## config.mk

```make
export PLATFORM = sky130hd
export DESIGN_NAME = mwd_cell
export DESIGN_NICKNAME = d
export VERILOG_FILES = /design/src/hw/rtl/assert_macros.svh /design/src/hw/rtl/mwd_pkg.sv /design/src/hw/rtl/mwd_cell.sv
export SDC_FILE = /design/constraint.sdc
export NUM_CORES = 1
export LEC_CHECK = 0
export BUFFER_PORTS_ARGS = -buffer_cell sky130_fd_sc_hd__buf_2
export CAP_MARGIN = 20
export CELL_PAD_IN_SITES_DETAIL_PLACEMENT = 1
export CELL_PAD_IN_SITES_GLOBAL_PLACEMENT = 2
export CORE_UTILIZATION = 21
export CTS_CLUSTER_SIZE = 16
export DETAILED_ROUTE_END_ITERATION = 16
export GPL_ROUTABILITY_DRIVEN = 0
export PLACE_DENSITY = 0.84
export SLEW_MARGIN = 0
export SYNTH_ARGS = -nofsm -noshare
export SYNTH_HDL_FRONTEND = slang
export SYNTH_SLANG_ARGS = --single-unit
```

## constraint.sdc

```tcl
create_clock -name clk -period 1.4 [get_ports clk]
set_clock_uncertainty 0.2 [all_clocks]
set_input_delay 0.07 -clock clk [delete_from_list [all_inputs] [get_ports clk]]
set_output_delay 0.07 -clock clk [all_outputs]
set_load 0.005 [all_outputs]
```

## src/hw/rtl/assert_macros.svh

```systemverilog
// Assertion macros for the top RTL file of the move-to-front word decompressor.
`ifndef ASSERT_MACROS_SVH
`define ASSERT_MACROS_SVH

`ifndef SYNTHESIS

// Checks a property at every rising clock edge outside reset.
`define ASSERT_AT(label, clk, rst, prop, msg) \
  label: assert property (@(posedge clk) disable iff (rst) (prop)) else $error(msg);

// Checks that a condition never holds at a rising clock edge outside reset.
`define ASSERT_NEVER(label, clk, rst, cond, msg) \
  label: assert property (@(posedge clk) disable iff (rst) !(cond)) else $error(msg);

`else

`define ASSERT_AT(label, clk, rst, prop, msg)
`define ASSERT_NEVER(label, clk, rst, cond, msg)

`endif

`endif

```

## src/hw/rtl/mwd_pkg.sv

```systemverilog
// Shared types, character codes and helper functions of the move-to-front word decompressor.
package mwd_pkg;

  localparam logic [7:0] CHAR_UPPER_A = 8'h41;
  localparam logic [7:0] CHAR_UPPER_Z = 8'h5A;
  localparam logic [7:0] CHAR_LOWER_A = 8'h61;
  localparam logic [7:0] CHAR_LOWER_Z = 8'h7A;
  localparam logic [7:0] CHAR_ZERO    = 8'h30;
  localparam logic [7:0] CHAR_NINE    = 8'h39;

  localparam int POS_W = 9;
  localparam logic [POS_W-1:0] POS_MAX = 9'd511;

  // Wide enough for a cell index at the largest supported list depth.
  localparam int IDX_MAX_W = 12;

  typedef logic [IDX_MAX_W-1:0] cell_idx_t;

  typedef struct packed {
    logic      shift;
    cell_idx_t limit;
  } cell_ctrl_t;

  typedef enum logic [4:0] {
    S_IDLE  = 5'b00001,
    S_FIND  = 5'b00010,
    S_LEN   = 5'b00100,
    S_EMIT  = 5'b01000,
    S_FINAL = 5'b10000
  } state_t;

  function automatic logic is_letter(input logic [7:0] b);
    is_letter = (b >= CHAR_UPPER_A && b <= CHAR_UPPER_Z) ||
                (b >= CHAR_LOWER_A && b <= CHAR_LOWER_Z);
  endfunction

  function automatic logic is_digit(input logic [7:0] b);
    is_digit = (b >= CHAR_ZERO && b <= CHAR_NINE);
  endfunction

endpackage

```

## src/hw/rtl/mwd_cell.sv

```systemverilog
// One cell of the recency chain: holds the slot number of one list position.
module mwd_cell #(
  parameter int IDX = 0,
  parameter int SW  = 8
) (
  input  logic                clk,
  input  mwd_pkg::cell_ctrl_t ctrl,
  input  logic [SW-1:0]       slot_in,
  output logic [SW-1:0]       slot,
  output logic [SW-1:0]       hit_slot
);

  // Cells up to and including the limit take their neighbor's slot.
  always_ff @(posedge clk) begin
    if (ctrl.shift && (ctrl.limit >= mwd_pkg::cell_idx_t'(IDX))) begin
      slot <= slot_in;
    end
  end

  assign hit_slot = (ctrl.limit == mwd_pkg::cell_idx_t'(IDX)) ? slot : '0;

endmodule

```

**Yosys cells after proc, flatten, opt, wreduce, memory -nomap -nowiden**

Cells that the tools add are included.

- Register bits: 8
- Output and inout bits: 16
- Word-level logic and storage cells: 5

- $lt $le $gt $ge: 1
- Multiplexer cells: 1
- Reduce and logical (&&, ||, !) cells: 2

Operators with widths:

| operator | number |
|---|---|
| $ge 12x1->1 const B | 1 |
| $logic_not 12->1 | 1 |
| $mux 8 | 1 |
| $logic_and 1x1->1 | 1 |

**Logic depth before layout (Yosys ltp)**

- Depth after elaboration: 2
- Mapped depth: 3
- Mapped depth without buffers: 2

**Worst setup path after synthesis**

No wires, ideal clock.

- Path kind: register to output
- Start point: register slot[0]
- End point: output hit_slot[0]
- Stages on the path, launching flop included: 3
- Slack: 0.034 ns
- Arrival time: 1.096 ns
- Buffers on the path: 0
- Cells stage by stage: edfxtp_1 -> or4b_2 -> nor4_2

- Cells in the longest elaborated chain, start to end: 1

RTL lines:

| item | RTL line | source |
|---|---|---|
| from (decl) | mwd_cell.sv:9 | `output logic [SW-1:0] slot,` |
| from (signal assigned) | mwd_cell.sv:16 | `slot <= slot_in;` |
| $mux 8 | mwd_cell.sv:20 | `assign hit_slot = (ctrl.limit == mwd_pkg::cell_idx_t'(IDX)) ? slot : '0;` |
| to (decl) | mwd_cell.sv:10 | `output logic [SW-1:0] hit_slot` |

Every way passes these cells.

**Worst setup path after layout**

- Start point: register slot[1]
- End point: output hit_slot[1]

Same word-level chain as after synthesis.

==> results.md <==
- Nets: 109
- Netlist Area Pre-Place: 459 sq um
- CTS clock-pin slew for the worst setup and hold paths: around 0.050 ns
- # fillers: 228
- CP max FO: 2
- RSZ-0062 raised after global routing: yes
- PortBufs: 37
- Slowest stage delay, CP: 0.49 ns
- First-pass GRT wire length: 2.02 mm
- Fin. max-slew vios: 0
- Initial Util: 0.229
- Most flop-heavy register: slot
- Via count: 466
- Grt total ovfl: 0
- # IOs: 38
- Static leakage: around 0.39 nW
- Syn Area/Cell: ~16 sq um
- Synth unique cells: 8
- Outcome: finished with violations
- Max_cap viols: 0
- Die width: 48.8 microns
- Met2 GRT Util: 0.213
- Root buf cell: clkbuf_4
- Share of layout cells above drive strength 1: 0.788
- CP Capture Type: output port
- Total negative slack: -1.60 ns
- DR vias/cell: 4.16
- Final Hold Fails: 0
- Clock sinks: 8
- Die area: 2380 sq um
- Register area share after synthesis: 0.523
- Met3 usage: 0.0252
- Final Critical Period: between 1.5 and 2 ns
- Area delta synth->final: 96.5%
- Met1 Use GR: 0.111
- Fin crit share: 1.16
- Total CTS buffers: 3
- DRT Wirelength: 1.21 mm
- Largest net degree at the start of global routing: 9
- Peak supply drop: around 0.4 mV
- Gate count after technology mapping: 29
- Core footprint: between 2000 and 2500 sq um
- Critical path class: reg -> out
- Die Y: 48.8 microns
- Max FFs per register: 8
- TritonCTS clock tree: yes
- CTS max path bufs: 2
- Worst Slack Setup Final: -0.229 ns
- Hold WC Path Type: in -> reg
- Top flop regs: slot x8
- GRT busiest layer: met2
- Failing checks: negative setup slack
- Tightest Pin Transition: 0.270 ns
- Arr. time, crit path: 1.36 ns
- Initial antenna violation count: 0
- Initial DRC Count: 0
- Htree depth: 1
- Max Fclk: 614 MHz
- Footprint of the multi-input gates: 255 sq um
- Critical Path Source Type: register
- Vias in the first global route: roughly 490
- Ant. Diodes: 0
- Yosys warns: 0
- Routed wire per std cell: 10.8 microns
- Register area: 240 sq um
- Setup-failing EPs final: 8
- Total track usage: 0.112
- WP data required: 1.13 ns
- Synthesized net count: slightly above 50
- Yosys reg bits: 8
- Initial DRT Pass Iterations: 1
- Rel. slew slack: 0.820
- Cell Rows: 16
- Post-route ant nets: 0
- DRC: 0
- Critical path cell sequence: or4b_4 -> nor4_4 -> buf_2
- Critical path's slowest cell: or4b_4
- Power Density: 670 nW/um^2
- Design Power: around 0.6 mW
-- synth_stat cells (all sizes together) --
| cell | count | share of area |
|---|---|---|
| or4b | 8 | 0.17 |
| buf | 2 | 0.035 |
| edfxtp | 8 | 0.52 |
| clkbuf | 1 | 0.0082 |
| nor4 | 8 | 0.22 |
| or4 | 2 | 0.041 |
-- path summary, 6_finish.rpt --
path / endpoint / slack [ns] / from / cells after the start
setup / recovery: hit_slot[1] / -0.23 / slot[1] / 3
hold / removal: slot[4] / 0.33 / slot_in[4] / 2
-- cell usage in the layout (no fill, tap or decap) --
master	Yosys	routed
or4b_4	0	8
dlygate4sd3_1	0	9
or4_1	1	1
or4_4	1	1
nor4_2	8	5
nor4_4	0	3
buf_4	0	10
clkbuf_4	0	3
edfxtp_1	8	8
buf_2	1	37
-- per-layer routing --
metal / vias to the layer above / routed length, microns / share of wire
met1: 202 / 424 / 0.35
met5: - / 0 / 0
li1: 241 / - / -
met2: 23 / 705 / 0.58
met4: 0 / 0 / 0
met3: 0 / 80 / 0.066
-- critical path: cells and delay by family, from the launching register on --
kind          cells  cell delay, ns
buf+inv           1            0.14
flops             1            0.35
simple gates      2            0.62
-- cell families after synthesis --
family	count (synthesis)	share of synthesized area
AND/OR/NAND/NOR	18	0.433
flip-flops	8	0.523
buffers and inverters	3	0.0436
-- power breakdown --
part	internal, mW	leakage, nW	switching [mW]
clock	0.0976	0.0138	0.0718
combinational	0.0877	0.299	0.0533
sequential	0.286	0.0783	0.00836
-- area by class of cell --
cell class | instances | area share
Multi-Input combinational cell | 18 | 0.283
Clock buffer | 3 | 0.0250
Timing Repair Buffer | 56 | 0.388
Tap cell | 27 | 0.0374
Sequential cell | 8 | 0.266
-- per-stage QoR --
stage          instance area, sq um  worst slack [ns]   util  hold WS, ns  cells
2_1_floorplan                   459            0.0340      -      -0.0311     29
3_3_place_gp                    696            -0.103  0.348       0.0495     95
3_5_place_dp                    696            -0.145  0.348       0.0489     95
4_1_cts                         861            -0.304  0.430        0.312    110
5_1_grt                         902            -0.316  0.451        0.327    112
6_report                        902            -0.229  0.451        0.330    112
-- repair_timing --
item                       CTS  global route
setup endpoints to repair    8             8
gates resized for setup      8             3
hold endpoints to repair    16             0
hold buffers                 9             0
pin swaps                    4             4
buffers inserted             3             2
No activity file was read; power rests on OpenSTA's default activity.
